### src/hw/rtl/rsnh_pkg.sv
// ----------------------------------------------------------------------------
// rsnh_pkg
// Shared types and constants of the ray segment nearest hit block.
// ----------------------------------------------------------------------------
package rsnh_pkg;

  localparam int COORD_W   = 16;
  localparam int POINT_W   = 18;
  localparam int LEN_W     = 15;
  localparam int DIST_W    = 40;
  localparam int DIR_FRAC  = 14;
  localparam int CFG_IDX_W = 3;
  localparam int CFG_DAT_W = 16;
  localparam int MUL_W     = 20;
  localparam int PROD_W    = 2 * MUL_W;
  localparam int CROSS_W   = 38;
  localparam int ACC_W     = 56;
  localparam int QUO_W     = 17;

  localparam logic [CFG_IDX_W-1:0] REG_ORIGIN_X = 3'd0;
  localparam logic [CFG_IDX_W-1:0] REG_ORIGIN_Y = 3'd1;
  localparam logic [CFG_IDX_W-1:0] REG_DIR_X    = 3'd2;
  localparam logic [CFG_IDX_W-1:0] REG_DIR_Y    = 3'd3;
  localparam logic [CFG_IDX_W-1:0] REG_MAX_LEN  = 3'd4;

  localparam logic signed [COORD_W-1:0] DIR_X_RST   = 16'sd16384;
  localparam logic [LEN_W-1:0]          MAX_LEN_RST = 15'd16000;
  localparam logic signed [POINT_W-1:0] FAR_X_RST   = 18'sd16000;

  typedef struct packed {
    logic signed [COORD_W-1:0] x1;
    logic signed [COORD_W-1:0] y1;
    logic signed [COORD_W-1:0] x2;
    logic signed [COORD_W-1:0] y2;
    logic                      first;
    logic                      last;
  } item_t;

  typedef struct packed {
    logic signed [COORD_W-1:0] origin_x;
    logic signed [COORD_W-1:0] origin_y;
    logic signed [COORD_W-1:0] dir_x;
    logic signed [COORD_W-1:0] dir_y;
    logic [LEN_W-1:0]          max_len;
  } cfg_t;

endpackage

### src/hw/rtl/rsnh_front.sv
// ----------------------------------------------------------------------------
// rsnh_front
// Input stage: accept a segment word, unpack its fields, hand it to the queue.
// ----------------------------------------------------------------------------
module rsnh_front import rsnh_pkg::*; (
  input  logic        clk,
  input  logic        rst_n,
  input  logic        in_tvalid,
  output logic        in_tready,
  input  logic [63:0] in_tdata,
  input  logic        in_tuser,
  input  logic        in_tlast,
  input  logic        q_full,
  output logic        q_push,
  output item_t       q_item
);

  logic  hold_r;
  logic  hold_nxt;
  item_t item_r;

  assign q_push    = hold_r && !q_full;
  assign in_tready = !hold_r || !q_full;
  assign q_item    = item_r;

  always_comb begin
    hold_nxt = hold_r;
    if (q_push) begin
      hold_nxt = 1'b0;
    end
    if (in_tvalid && in_tready) begin
      hold_nxt = 1'b1;
    end
  end

  always_ff @(posedge clk) begin
    if (!rst_n) begin
      hold_r <= 1'b0;
    end else begin
      hold_r <= hold_nxt;
    end
    if (in_tvalid && in_tready) begin
      item_r.x1    <= in_tdata[15:0];
      item_r.y1    <= in_tdata[31:16];
      item_r.x2    <= in_tdata[47:32];
      item_r.y2    <= in_tdata[63:48];
      item_r.first <= in_tuser;
      item_r.last  <= in_tlast;
    end
  end

endmodule

### src/hw/rtl/rsnh_queue.sv
// ----------------------------------------------------------------------------
// rsnh_queue
// Two-entry queue of segment items between the front and the back.
// ----------------------------------------------------------------------------
module rsnh_queue import rsnh_pkg::*; (
  input  logic  clk,
  input  logic  rst_n,
  input  logic  push,
  input  item_t push_item,
  output logic  full,
  input  logic  pop,
  output logic  empty,
  output item_t pop_item
);

  item_t       mem_r [2];
  logic        wp_r;
  logic        rp_r;
  logic [1:0]  cnt_r;
  logic [1:0]  cnt_nxt;

  assign full     = (cnt_r == 2'd2);
  assign empty    = (cnt_r == 2'd0);
  assign pop_item = mem_r[rp_r];

  always_comb begin
    cnt_nxt = cnt_r;
    if (push && !pop) begin
      cnt_nxt = cnt_r + 2'd1;
    end else if (pop && !push) begin
      cnt_nxt = cnt_r - 2'd1;
    end
  end

  always_ff @(posedge clk) begin
    if (!rst_n) begin
      wp_r  <= 1'b0;
      rp_r  <= 1'b0;
      cnt_r <= 2'd0;
    end else begin
      cnt_r <= cnt_nxt;
      if (push) begin
        wp_r <= ~wp_r;
      end
      if (pop) begin
        rp_r <= ~rp_r;
      end
    end
    if (push) begin
      mem_r[wp_r] <= push_item;
    end
  end

endmodule

### src/hw/rtl/rsnh_back.sv
// ----------------------------------------------------------------------------
// rsnh_back
// Intersection sequencer: one shared multiplier, a restoring divider and the
// nearest-hit state, with a registered result word.
// ----------------------------------------------------------------------------
module rsnh_back import rsnh_pkg::*; (
  input  logic        clk,
  input  logic        rst_n,
  input  cfg_t        cfg,
  input  logic        q_empty,
  output logic        q_pop,
  input  item_t       q_item,
  output logic        out_tvalid,
  input  logic        out_tready,
  output logic [39:0] out_tdata,
  output logic        out_tuser,
  output logic        out_tlast
);

  localparam logic [4:0] ST_IDLE = 5'd0;
  localparam logic [4:0] ST_FX   = 5'd1;
  localparam logic [4:0] ST_FY   = 5'd2;
  localparam logic [4:0] ST_FL   = 5'd3;
  localparam logic [4:0] ST_D0   = 5'd4;
  localparam logic [4:0] ST_D1   = 5'd5;
  localparam logic [4:0] ST_T0   = 5'd6;
  localparam logic [4:0] ST_T1   = 5'd7;
  localparam logic [4:0] ST_U0   = 5'd8;
  localparam logic [4:0] ST_U1   = 5'd9;
  localparam logic [4:0] ST_CHK  = 5'd10;
  localparam logic [4:0] ST_ML   = 5'd11;
  localparam logic [4:0] ST_MH   = 5'd12;
  localparam logic [4:0] ST_DV   = 5'd13;
  localparam logic [4:0] ST_PT   = 5'd14;
  localparam logic [4:0] ST_SX   = 5'd15;
  localparam logic [4:0] ST_SY   = 5'd16;
  localparam logic [4:0] ST_OUT  = 5'd17;

  logic [4:0]                  st_r;
  item_t                       it_r;
  logic signed [POINT_W-1:0]   far_x_r, far_y_r;
  logic signed [POINT_W-1:0]   near_x_r, near_y_r;
  logic [DIST_W-1:0]           dist_r;
  logic                        any_r;
  logic signed [CROSS_W-1:0]   t0_r, den_r, nt_r, nu_r;
  logic                        sel_r;
  logic                        neg_r;
  logic [15:0]                 dmag_r;
  logic [ACC_W-1:0]            acc_r;
  logic [QUO_W-1:0]            quo_r;
  logic [4:0]                  cnt_r;
  logic signed [POINT_W-1:0]   ix_r, iy_r;
  logic [DIST_W-1:0]           sq_r;
  logic                        ov_r;
  logic signed [POINT_W-1:0]   ox_r, oy_r;
  logic                        oh_r, ol_r;

  logic signed [MUL_W-1:0]     mul_a, mul_b;
  logic signed [PROD_W-1:0]    mul_p;
  logic signed [MUL_W-1:0]     x1, y1, x2, y2, x3, y3, x4, y4;
  logic signed [PROD_W-1:0]    rnd;
  logic signed [POINT_W-1:0]   far_calc;
  logic signed [CROSS_W-1:0]   den_a, nt_a, nu_a;
  logic                        is_hit;
  logic signed [MUL_W-1:0]     diff;
  logic [15:0]                 dmag;
  logic [ACC_W-1:0]            den_sh;
  logic signed [POINT_W-1:0]   pt;
  logic [DIST_W-1:0]           d2;
  logic                        slot_free;

  assign x1 = MUL_W'(it_r.x1);
  assign y1 = MUL_W'(it_r.y1);
  assign x2 = MUL_W'(it_r.x2);
  assign y2 = MUL_W'(it_r.y2);
  assign x3 = MUL_W'(cfg.origin_x);
  assign y3 = MUL_W'(cfg.origin_y);
  assign x4 = MUL_W'(far_x_r);
  assign y4 = MUL_W'(far_y_r);

  always_comb begin
    mul_a = '0;
    mul_b = '0;
    case (st_r)
      ST_FX:  begin mul_a = MUL_W'(signed'({1'b0, cfg.max_len})); mul_b = MUL_W'(cfg.dir_x); end
      ST_FY:  begin mul_a = MUL_W'(signed'({1'b0, cfg.max_len})); mul_b = MUL_W'(cfg.dir_y); end
      ST_FL:  begin
        mul_a = MUL_W'(signed'({1'b0, cfg.max_len}));
        mul_b = MUL_W'(signed'({1'b0, cfg.max_len}));
      end
      ST_D0:  begin mul_a = x1 - x2; mul_b = y3 - y4; end
      ST_D1:  begin mul_a = y1 - y2; mul_b = x3 - x4; end
      ST_T0:  begin mul_a = x1 - x3; mul_b = y3 - y4; end
      ST_T1:  begin mul_a = y1 - y3; mul_b = x3 - x4; end
      ST_U0:  begin mul_a = x1 - x3; mul_b = y1 - y2; end
      ST_U1:  begin mul_a = y1 - y3; mul_b = x1 - x2; end
      ST_ML:  begin
        mul_a = MUL_W'(signed'({1'b0, nt_r[18:0]}));
        mul_b = MUL_W'(signed'({1'b0, dmag}));
      end
      ST_MH:  begin
        mul_a = MUL_W'(signed'({1'b0, nt_r[37:19]}));
        mul_b = MUL_W'(signed'({1'b0, dmag_r}));
      end
      ST_SX:  begin mul_a = x3 - MUL_W'(ix_r); mul_b = x3 - MUL_W'(ix_r); end
      ST_SY:  begin mul_a = y3 - MUL_W'(iy_r); mul_b = y3 - MUL_W'(iy_r); end
      default: begin mul_a = '0; mul_b = '0; end
    endcase
    mul_p = mul_a * mul_b;
  end

  always_comb begin
    rnd      = (mul_p + PROD_W'(1 << (DIR_FRAC - 1))) >>> DIR_FRAC;
    far_calc = POINT_W'(st_r == ST_FX ? MUL_W'(cfg.origin_x) : MUL_W'(cfg.origin_y))
             + rnd[POINT_W-1:0];
    den_a    = den_r[CROSS_W-1] ? -den_r : den_r;
    nt_a     = den_r[CROSS_W-1] ? -nt_r  : nt_r;
    nu_a     = den_r[CROSS_W-1] ? -nu_r  : nu_r;
    is_hit   = (den_a != '0) && !nt_a[CROSS_W-1] && (nt_a <= den_a)
             && !nu_a[CROSS_W-1] && (nu_a <= den_a);
    diff     = sel_r ? (y2 - y1) : (x2 - x1);
    dmag     = diff[MUL_W-1] ? 16'(-diff) : 16'(diff);
    den_sh   = ACC_W'(den_r) << cnt_r;
    pt       = POINT_W'(sel_r ? y1 : x1)
             + (neg_r ? -POINT_W'(quo_r) : POINT_W'(quo_r));
    d2       = sq_r + DIST_W'(mul_p);
    slot_free = !ov_r || out_tready;
  end

  assign q_pop      = (st_r == ST_IDLE) && !q_empty;
  assign out_tvalid = ov_r;
  assign out_tdata  = {4'd0, oy_r, ox_r};
  assign out_tuser  = oh_r;
  assign out_tlast  = ol_r;

  always_ff @(posedge clk) begin
    if (!rst_n) begin
      st_r     <= ST_IDLE;
      ov_r     <= 1'b0;
      far_x_r  <= FAR_X_RST;
      far_y_r  <= '0;
      near_x_r <= '0;
      near_y_r <= '0;
      dist_r   <= '0;
      any_r    <= 1'b0;
    end else begin
      if ((st_r == ST_OUT) && slot_free) begin
        ov_r <= 1'b1;
      end else if (out_tready) begin
        ov_r <= 1'b0;
      end
      case (st_r)
        ST_IDLE: begin
          if (!q_empty) begin
            it_r <= q_item;
            st_r <= q_item.first ? ST_FX : ST_D0;
          end
        end
        ST_FX: begin far_x_r <= far_calc; st_r <= ST_FY; end
        ST_FY: begin far_y_r <= far_calc; st_r <= ST_FL; end
        ST_FL: begin
          near_x_r <= far_x_r;
          near_y_r <= far_y_r;
          dist_r   <= DIST_W'(mul_p);
          any_r    <= 1'b0;
          st_r     <= ST_D0;
        end
        ST_D0: begin t0_r <= CROSS_W'(mul_p); st_r <= ST_D1; end
        ST_D1: begin den_r <= t0_r - CROSS_W'(mul_p); st_r <= ST_T0; end
        ST_T0: begin t0_r <= CROSS_W'(mul_p); st_r <= ST_T1; end
        ST_T1: begin nt_r <= t0_r - CROSS_W'(mul_p); st_r <= ST_U0; end
        ST_U0: begin t0_r <= CROSS_W'(mul_p); st_r <= ST_U1; end
        ST_U1: begin nu_r <= t0_r - CROSS_W'(mul_p); st_r <= ST_CHK; end
        ST_CHK: begin
          den_r <= den_a;
          nt_r  <= nt_a;
          sel_r <= 1'b0;
          st_r  <= is_hit ? ST_ML : ST_OUT;
        end
        ST_ML: begin
          neg_r  <= diff[MUL_W-1];
          dmag_r <= dmag;
          acc_r  <= ACC_W'(mul_p);
          st_r   <= ST_MH;
        end
        ST_MH: begin
          acc_r <= acc_r + (ACC_W'(mul_p) << 19);
          st_r  <= ST_DV;
          cnt_r <= 5'(QUO_W);
        end
        ST_DV: begin
          if (cnt_r == 5'(QUO_W)) begin
            acc_r <= acc_r + ACC_W'(den_r >>> 1);
            quo_r <= '0;
            cnt_r <= 5'(QUO_W - 1);
          end else begin
            if (acc_r >= den_sh) begin
              acc_r        <= acc_r - den_sh;
              quo_r[cnt_r] <= 1'b1;
            end
            if (cnt_r == 5'd0) begin
              st_r <= ST_PT;
            end else begin
              cnt_r <= cnt_r - 5'd1;
            end
          end
        end
        ST_PT: begin
          if (!sel_r) begin
            ix_r  <= pt;
            sel_r <= 1'b1;
            st_r  <= ST_ML;
          end else begin
            iy_r <= pt;
            st_r <= ST_SX;
          end
        end
        ST_SX: begin sq_r <= DIST_W'(mul_p); st_r <= ST_SY; end
        ST_SY: begin
          any_r <= 1'b1;
          if (d2 < dist_r) begin
            dist_r   <= d2;
            near_x_r <= ix_r;
            near_y_r <= iy_r;
          end
          st_r <= ST_OUT;
        end
        ST_OUT: begin
          if (slot_free) begin
            ox_r <= near_x_r;
            oy_r <= near_y_r;
            oh_r <= any_r;
            ol_r <= it_r.last;
            st_r <= ST_IDLE;
          end
        end
        default: st_r <= ST_IDLE;
      endcase
    end
  end

  a_pop_idle: assert property (@(posedge clk) disable iff (!rst_n)
    q_pop |-> (st_r == ST_IDLE) && !q_empty)
    else $error("pop outside idle");

  a_div_den: assert property (@(posedge clk) disable iff (!rst_n)
    (st_r == ST_DV) |-> (den_r > 0))
    else $error("divide by non-positive denominator");

  a_upd_out: assert property (@(posedge clk) disable iff (!rst_n)
    (st_r == ST_SY) |=> (st_r == ST_OUT))
    else $error("update not followed by output");

  a_load_free: assert property (@(posedge clk) disable iff (!rst_n)
    (st_r == ST_OUT) && ov_r && !out_tready |=> ov_r && (st_r == ST_OUT))
    else $error("result overwritten while stalled");

endmodule

### src/hw/rtl/ray_segment_nearest_hit.sv
// ----------------------------------------------------------------------------
// ray_segment_nearest_hit
// Nearest hit of one ray against a stream of wall segments.
// ----------------------------------------------------------------------------
// Write origin, direction and max length on the cfg channel (index 0..4) while
// the block is idle. Stream segments on in_*: tdata holds start x/y, end x/y,
// tuser marks the first segment of a ray, tlast the last. Each segment yields
// one word on out_*: tdata holds end x/y, tuser the hit flag, tlast the last
// mark copied from the input.
// The sequencer runs each segment from its idle step through its output
// step; a segment that starts a ray first passes the far-end steps FX, FY
// and FL. The result word is valid on the next cycle after the output step.
// One segment is processed at a time, and a new one is taken only in the
// idle step. Every product comes from the shared multiplier; a hit runs the
// 17-step restoring divider once per coordinate. A two-word queue and an
// input register let the source run ahead by three words.
// Reset clears the queue, the result valid flag and the ray state; the far
// end resets to the default ray end. A pending result holds while out_tready
// is low, and the sequencer waits in its output step; input fills the queue.
// ----------------------------------------------------------------------------
module ray_segment_nearest_hit import rsnh_pkg::*; (
  input  logic                 clk,
  input  logic                 rst_n,
  input  logic                 cfg_valid,
  output logic                 cfg_ready,
  input  logic [CFG_IDX_W-1:0] cfg_addr,
  input  logic [CFG_DAT_W-1:0] cfg_data,
  input  logic                 in_tvalid,
  output logic                 in_tready,
  input  logic [63:0]          in_tdata,   // seg_start_x, seg_start_y, seg_end_x, seg_end_y
  input  logic                 in_tuser,   // first_segment
  input  logic                 in_tlast,
  output logic                 out_tvalid,
  input  logic                 out_tready,
  output logic [39:0]          out_tdata,  // end_x, end_y, zero fill
  output logic                 out_tuser,  // hit
  output logic                 out_tlast
);

  cfg_t  cfg_r;
  logic  q_push;
  logic  q_full;
  logic  q_pop;
  logic  q_empty;
  item_t f_item;
  item_t q_item;

  assign cfg_ready = 1'b1;

  always_ff @(posedge clk) begin
    if (!rst_n) begin
      cfg_r.origin_x <= '0;
      cfg_r.origin_y <= '0;
      cfg_r.dir_x    <= DIR_X_RST;
      cfg_r.dir_y    <= '0;
      cfg_r.max_len  <= MAX_LEN_RST;
    end else if (cfg_valid && cfg_ready) begin
      case (cfg_addr)
        REG_ORIGIN_X: cfg_r.origin_x <= cfg_data;
        REG_ORIGIN_Y: cfg_r.origin_y <= cfg_data;
        REG_DIR_X:    cfg_r.dir_x    <= cfg_data;
        REG_DIR_Y:    cfg_r.dir_y    <= cfg_data;
        REG_MAX_LEN:  cfg_r.max_len  <= cfg_data[LEN_W-1:0];
        default:      cfg_r          <= cfg_r;
      endcase
    end
  end

  rsnh_front u_front (
    .clk       (clk),
    .rst_n     (rst_n),
    .in_tvalid (in_tvalid),
    .in_tready (in_tready),
    .in_tdata  (in_tdata),
    .in_tuser  (in_tuser),
    .in_tlast  (in_tlast),
    .q_full    (q_full),
    .q_push    (q_push),
    .q_item    (f_item)
  );

  rsnh_queue u_queue (
    .clk       (clk),
    .rst_n     (rst_n),
    .push      (q_push),
    .push_item (f_item),
    .full      (q_full),
    .pop       (q_pop),
    .empty     (q_empty),
    .pop_item  (q_item)
  );

  rsnh_back u_back (
    .clk        (clk),
    .rst_n      (rst_n),
    .cfg        (cfg_r),
    .q_empty    (q_empty),
    .q_pop      (q_pop),
    .q_item     (q_item),
    .out_tvalid (out_tvalid),
    .out_tready (out_tready),
    .out_tdata  (out_tdata),
    .out_tuser  (out_tuser),
    .out_tlast  (out_tlast)
  );

endmodule
### config.mk
export PLATFORM = sky130hd
export DESIGN_NAME = ray_segment_nearest_hit
export DESIGN_NICKNAME = d
export VERILOG_FILES = /design/src/hw/rtl/rsnh_pkg.sv /design/src/hw/rtl/rsnh_front.sv /design/src/hw/rtl/rsnh_queue.sv /design/src/hw/rtl/rsnh_back.sv /design/src/hw/rtl/ray_segment_nearest_hit.sv
export SDC_FILE = /design/constraint.sdc
export NUM_CORES = 2
export LEC_CHECK = 0
export BUFFER_PORTS_ARGS = -buffer_cell sky130_fd_sc_hd__buf_2
export CELL_PAD_IN_SITES_DETAIL_PLACEMENT = 1
export CELL_PAD_IN_SITES_GLOBAL_PLACEMENT = 2
export CORE_MARGIN = 2
export CORE_UTILIZATION = 42
export DETAILED_ROUTE_END_ITERATION = 8
export PLACE_DENSITY = 0.88
export REMOVE_ABC_BUFFERS = 1
export SLEW_MARGIN = 20
export SYNTH_ARGS = -nofsm -noshare
export SYNTH_HDL_FRONTEND = slang
export SYNTH_SLANG_ARGS = --single-unit
### constraint.sdc
create_clock -name clk -period 19.6 [get_ports clk]
set_input_delay 3.92 -clock clk [delete_from_list [all_inputs] [get_ports clk]]
set_output_delay 3.92 -clock clk [all_outputs]
set_load 0.01 [all_outputs]
# Yosys cells after proc, flatten, opt, wreduce, memory -nomap -nowiden
# Memories as Yosys holds them, arrays and structs flattened. A register that Yosys moved wholly into a read port is not among the register bits.
# Cells that the tools add are included.
# word_totals
ff_bits,696
latch_bits,0
ramBits,132
romBits,0
input_bits,90
out_inout_bits,45
wordCells,225
mem_count,1
# op_classes
n_addsub,26
multipliers,1
div_mod_pow,0
magnitude_cmp,6
eq_ne,30
n_shift,1
n_mux,47
bitwise,5
reduce_logical,63
# mem_list
memory,words,width,rd,rd_clocked_by_memory_dff,wr,line,rtl
u_queue.mem_r,2,66,1,1,1,rsnh_queue.sv:16,item_t mem_r [2];
# ops
cell,n
case mux 20 bit (11 select lines),1
case mux 20 bit (9 select lines),1
case mux 56 bit (3 select lines),1
case mux 38 bit (2 select lines),2
2-to-1 mux 38 bit,3
negator 38 bit,3
adder 56 bit,2
2-to-1 mux 56 bit,2
subtractor 16 x 16 -> 17 bit,6
2-to-1 mux 18 bit,5
case mux 5 bit (18 select lines),1
case mux 40 bit (2 select lines),1
<= comparator 38 bit,2
subtractor 16 x 18 -> 19 bit,4
case mux 18 bit (2 select lines),2
greater-or-equal comparator 56 bit,1
<< shifter 56 x 5 -> 56 bit,1
subtractor 56 bit,1
adder 40 bit,1
equality test 5 x 4 -> 1 bit (second input constant),8
less-than comparator 40 bit,1
multiplier 20 x 20 -> 40 bit,1
2-to-1 mux 40 bit,1
nonzero test 38 bit,1
other kinds (47),127

# Longest topological paths before layout
# logic_depth
ltp_word,10
mapped_depth,69
mapped_depth_nobuf,64

# Cells and area by module
# A second synthesis with hierarchy kept.
# unflattened
hier_cells,8284
area_unflattened_um2,76056.7
# by_module_without_submodules
mod,n_inst,cells_each,area_each_um2,seq_area_each_um2
rsnh_back,1,7697,66025.8,15204.6
rsnh_queue,1,227,4988.5,4063.9
ray_segment_nearest_hit,1,288,3010.4,1581.5
rsnh_front,1,72,2031.9,2001.9

# Worst setup path before layout
# OpenSTA, ideal clock, no wires.
# synth_path
path_kind,register -> register
startpoint,register u_back.it_r[2] in the netlist's numbering
endpoint,register u_back.dist_r[0]
setup_time_ns,0.128
arrival_ns,14.035
required_time_ns,19.472
setup_slack_ns,5.438
stages_incl_launch_ff,62
path_buffers,4
period_less_slack_ns,14.162
cell_sequence,edfxtp_1 inv_1 ha_1 inv_1 fa_1 a21o_1 a41oi_1 nand3_1 a31o_2 a221o_1 a2111oi_2 o32ai_1 a31oi_1 xnor2_1 a2111oi_4 buf_2 nor2_1 fa_1 (+26 left out) o211a_1 o21ai_0 xor2_1 ha_1 a21o_1 a21o_1 a21oi_1 nor2b_1 o21ai_0 nand2b_1 a221oi_1 or2_2 clkbuf_1 clkbuf_1 clkbuf_1 o211ai_1 o21ai_0 nor2_1
# synth_between
elab_chain_cells,10
elab_cells_between_ends,14
cone_classes,add/sub: 4; mul: 1; order compare: 1; eq/ne: 1; mux: 6; reduce/logical: 1
# synth_rtl
item,line,rtl
"start, declared",rsnh_back.sv:40,item_t it_r;
"start signal, assigned",rsnh_back.sv:155,it_r <= q_item;
subtractor 16 x 16 -> 17 bit (*),rsnh_back.sv:121,diff = sel_r ? (y2 - y1) : (x2 - x1);
2-to-1 mux 20 bit (*),rsnh_back.sv:121,
negator 16 bit,rsnh_back.sv:122,dmag = diff[MUL_W-1] ? 16'(-diff) : 16'(diff);
2-to-1 mux 16 bit (*),rsnh_back.sv:122,
via u_back.dmag[6],rsnh_back.sv:66,logic [15:0] dmag;
case mux 20 bit (11 select lines) (*),rsnh_back.sv:84,case (st_r)
multiplier 20 x 20 -> 40 bit (*),rsnh_back.sv:109,mul_p = mul_a * mul_b;
via u_back.mul_p[25],rsnh_back.sv:59,logic signed [PROD_W-1:0] mul_p;
adder 40 bit (*),rsnh_back.sv:126,d2 = sq_r + DIST_W'(mul_p);
less-than comparator 40 bit (*),rsnh_back.sv:221,if (d2 < dist_r) begin
inequality test 2 x 1 -> 1 bit (no source line) (*),n/a,
AND reduction 2 bit (no source line) (*),n/a,
"end signal, assigned",rsnh_back.sv:164,dist_r <= DIST_W'(mul_p);
"end, declared",rsnh_back.sv:43,logic [DIST_W-1:0] dist_r;
# Mark *: on every way through the listed nets, which the timed path passes. The rest lies on a longest branch. The select of a mux whose other input is x is not followed.
# A chain may end at the register's enable or synchronous reset.

# Worst setup path after layout
# layout_path
startpoint,register u_back.it_r[35] in the netlist's numbering
endpoint,register u_back.near_x_r[17]
# layout_between
elab_chain_cells,10
elab_cells_between_ends,13
cone_classes,add/sub: 5; mul: 1; order compare: 1; eq/ne: 1; mux: 4; reduce/logical: 1
# layout_rtl
item,line,rtl
subtractor 16 x 16 -> 17 bit (*),rsnh_back.sv:121,
2-to-1 mux 20 bit (*),rsnh_back.sv:121,
negator 16 bit,rsnh_back.sv:122,
2-to-1 mux 16 bit (*),rsnh_back.sv:122,
via u_back.dmag[2],rsnh_back.sv:66,
case mux 20 bit (11 select lines) (*),rsnh_back.sv:84,
multiplier 20 x 20 -> 40 bit (*),rsnh_back.sv:109,
via u_back.mul_p[32],rsnh_back.sv:59,
adder 40 bit (*),rsnh_back.sv:126,
less-than comparator 40 bit (*),rsnh_back.sv:221,
inequality test 2 x 1 -> 1 bit (no source line) (*),n/a,
AND reduction 2 bit (no source line) (*),n/a,
"end signal, assigned",rsnh_back.sv:162,near_x_r <= far_x_r;
"end signal, assigned",rsnh_back.sv:223,near_x_r <= ix_r;
"end, declared",rsnh_back.sv:42,"logic signed [POINT_W-1:0] near_x_r, near_y_r;"
# Mark *: on every way through the listed nets, which the timed path passes. The rest lies on a longest branch.

==> out/qor.yml <==
nNetsFinal: 9566
worstPathRequired_ns: 20.23
end_kind: "flip-flop"
drive_above_1_share_pct: 7.955
final.setup.tns_ns: 0
crit_path_max_incr_delay_ns: 1.00
synth_area_leaders: "edfxtp_1 25%, fa_1 12%, ha_1 11%"
viasPerCell: 6.202
grtUsageTotal_pct: 34.26
start_kind: "flip-flop"
die_h_um: 428.8
finalInstanceArea_mm2: 0.08282
multi_input_area_mm2: 0.04864
mostFrequentLayoutCells: "988 x nand2_1, 891 x inv_1, 670 x nor2_1"
cts_buffers: 95
clkSinkCount: 829
p_per_area_mw_per_mm2: 171.5
num_rows: 155
path_class: "flip-flop to flip-flop"
grt_overflow_total: 0
fmax_ghz: 0.05952
irDropWorstVdd_uv: 178.6
clk_path_buf_depth: 3
via_count: 67084
antenna_found_initial: 19
whs_ns: 0.4205
crit_slowest_cell: "fa_1"
period_share_pct: 85.72
ys_warn_count: 0
syn_avg_cell_area_um2: 9.075
port_buffers: 129
drt_iter0_markers: 6586
hold_class: "flip-flop to flip-flop"
clock_skew_ns: 0.08992
synth_edf_count: 625
async_flop_share_pct: 0
h-tree-depth: 3
dieArea_mm2: 0.1839
synth_ff_type: "edfxtp_1"
status: "completed"
finalMaxSlewViolations: 0
die_x_um: 428.8
whs_path_depth: 0
final-seq-area_mm2: 0.02285
dr.pass1.iters: 6
ctsResizeCount: 0
post-route-min-period_ns: 16.80
synth_seq_area_share_pct: 30.15
syn_area_mm2: 0.07581
slew_headroom_pct: 9.354
synth_top_area_share_pct: 24.76
io_pins: 135
post_drt_wl_per_cell_um: 29.56
critPathArrivalTime_ns: 17.43
globalplace.congestion: 1.030
ys_seq_elements: 829
clkTransAtPathRegs_ns: 0.06
cts-hold-fix-buffers: 0
worst-path-max-fanout: 54
finalPower_uw: 14200
leakage_uw: 0.03438
synth_cell_types: 100
syn_inst: 8353
final_common_cell: "nand2_1"
grt_start_max_net_pins: 142
dp_hpwl_mm: 253.2
cap_violations: 0
clk_latency_ns: 0.79
routed_wirelength_mm: 319.8
post-cts-setup-buffers: 0
yosysTopAreaCell: "edfxtp_1"
worst_pin_slew_ns: 1.352
start_util_pct: 42.39
fin_util_pct: 46.32
cts-root-buf: "clkbuf_16"
finalSetupViolations: 0
grt_first_pass_wirelength_mm: 467.7
placed_cell_area_mm2: 0.07957
drc: 0
area_growth_pct: 9.251
cts_tree: "done"
r2r_cells: 53
rsz0062_at_grt: "no"
hold_viol_final: 0
fillers: 20576
coreArea_mm2: 0.1788
crit_top_cell: "fa_1"
grt_pass1_vias: 69326
ant_nets: 0
cell families (layout without fill, tap and decap cells):
kind of cell	Yosys count	in the layout	synth area share (%)
adder cells (fa/ha/maj)	1096	1096	22.43
AO/OA/AOI/OAI	2075	2075	17.81
buffers and inverters	1245	1349	6.259
AND/OR/NAND/NOR	2399	2399	14.24
other	2	7	0.009907
XOR/XNOR	533	533	6.168
flip-flops	829	829	30.15
multiplexers	174	174	2.936
worst max-delay path, delay by kind of cell (launching register included):
kind	cells	cell delay, ns
flops	1	0.52
compound gates	22	5.54
fa+ha+maj	11	6.05
xor+xnor	3	0.98
buf+inv	7	1.52
simple gates	10	1.92
final cells by class:
type                            count  area share, %
Sequential cell                   829          27.59
Clock buffer                      123          3.133
Timing Repair Buffer              277          2.151
Clock inverter                     54         0.7660
Inverter                          895          4.062
Tap cell                         2355          3.558
Multi-Input combinational cell   6282          58.73
Antenna cell                        2       0.006043
per-stage QoR:
stage                     cells  worst slack [ns]
final                     10817             2.799
after global routing      10815             1.659
after CTS                 10813             2.972
after detailed placement  10636             3.061
after global placement    10636             3.310
after floorplan            8006             2.473
path summary, 6_finish.rpt:
path                            slack (ns)                      start                               end
worst max register to register        2.80  u_back.it_r[35]$_DFFE_PP_  u_back.near_x_r[17]$_SDFFE_PN0P_
worst min register to register        0.42   u_back.it_r[0]$_DFFE_PP_        u_back.out_tlast$_DFFE_PP_
worst min-delay path                  0.42   u_back.it_r[0]$_DFFE_PP_        u_back.out_tlast$_DFFE_PP_
worst max-delay path                  2.80  u_back.it_r[35]$_DFFE_PP_  u_back.near_x_r[17]$_SDFFE_PN0P_
state kept, by name, summed over array words and instances (netlist names), 17 cells and up, named ones only:
signal / flops
u_back.far_x_r: 18
u_back.t0_r: 38
u_back.sq_r: 40
u_back.dist_r: 40
u_back.near_y_r: 18
u_back.den_r: 38
u_back.oy_r: 18
u_back.far_y_r: 18
u_back.it_r: 65
u_back.near_x_r: 18
u_back.ox_r: 18
u_back.acc_r: 56
u_back.iy_r: 18
cfg_r: 79
u_queue.mem_r: 132
u_back.nu_r: 38
u_front.q_item: 66
u_back.quo_r: 17
u_back.ix_r: 18
u_back.nt_r: 38
cells in the mapped netlist, types with 54 or more instances:
library cell  instances
a31oi_1              61
mux2i_1              57
nor2_1              681
nor3_1              105
o21a_1               83
nand2_1             989
o31ai_1              61
fa_1                438
nand2b_1            107
nand4_1              72
a21o_1              231
xnor2_1             345
inv_1               891
a21oi_1             590
o21ai_0             414
o21bai_1             54
xor2_1              187
o211ai_1             58
or3_1                61
a211oi_1             68
nand3_1              90
nor2b_1              66
edfxtp_1            625
ha_1                658
mux2_2               87
dfxtp_1             204
clkbuf_1            286
where the power goes:
part	switching, uW	internal (uW)	total [uW]
Clock	843	1060	1910
Combinational	6610	3150	9760
Sequential	134	2410	2540
per-layer routing:
| metal | vias up | track usage, % | wire length (um) | share of wire (%) |
|---|---|---|---|---|
| met3 | 684 | 7.691 | 31250 | 9.8 |
| li1 | 29299 | - | - | - |
| met5 | - | 0 | 14 | 0.0044 |
| met1 | 34134 | 45.46 | 131600 | 41 |
| met2 | 2965 | 52.92 | 139700 | 44 |
| met4 | 2 | 16.21 | 17240 | 5.4 |
Power figures use the tool's default switching activity.
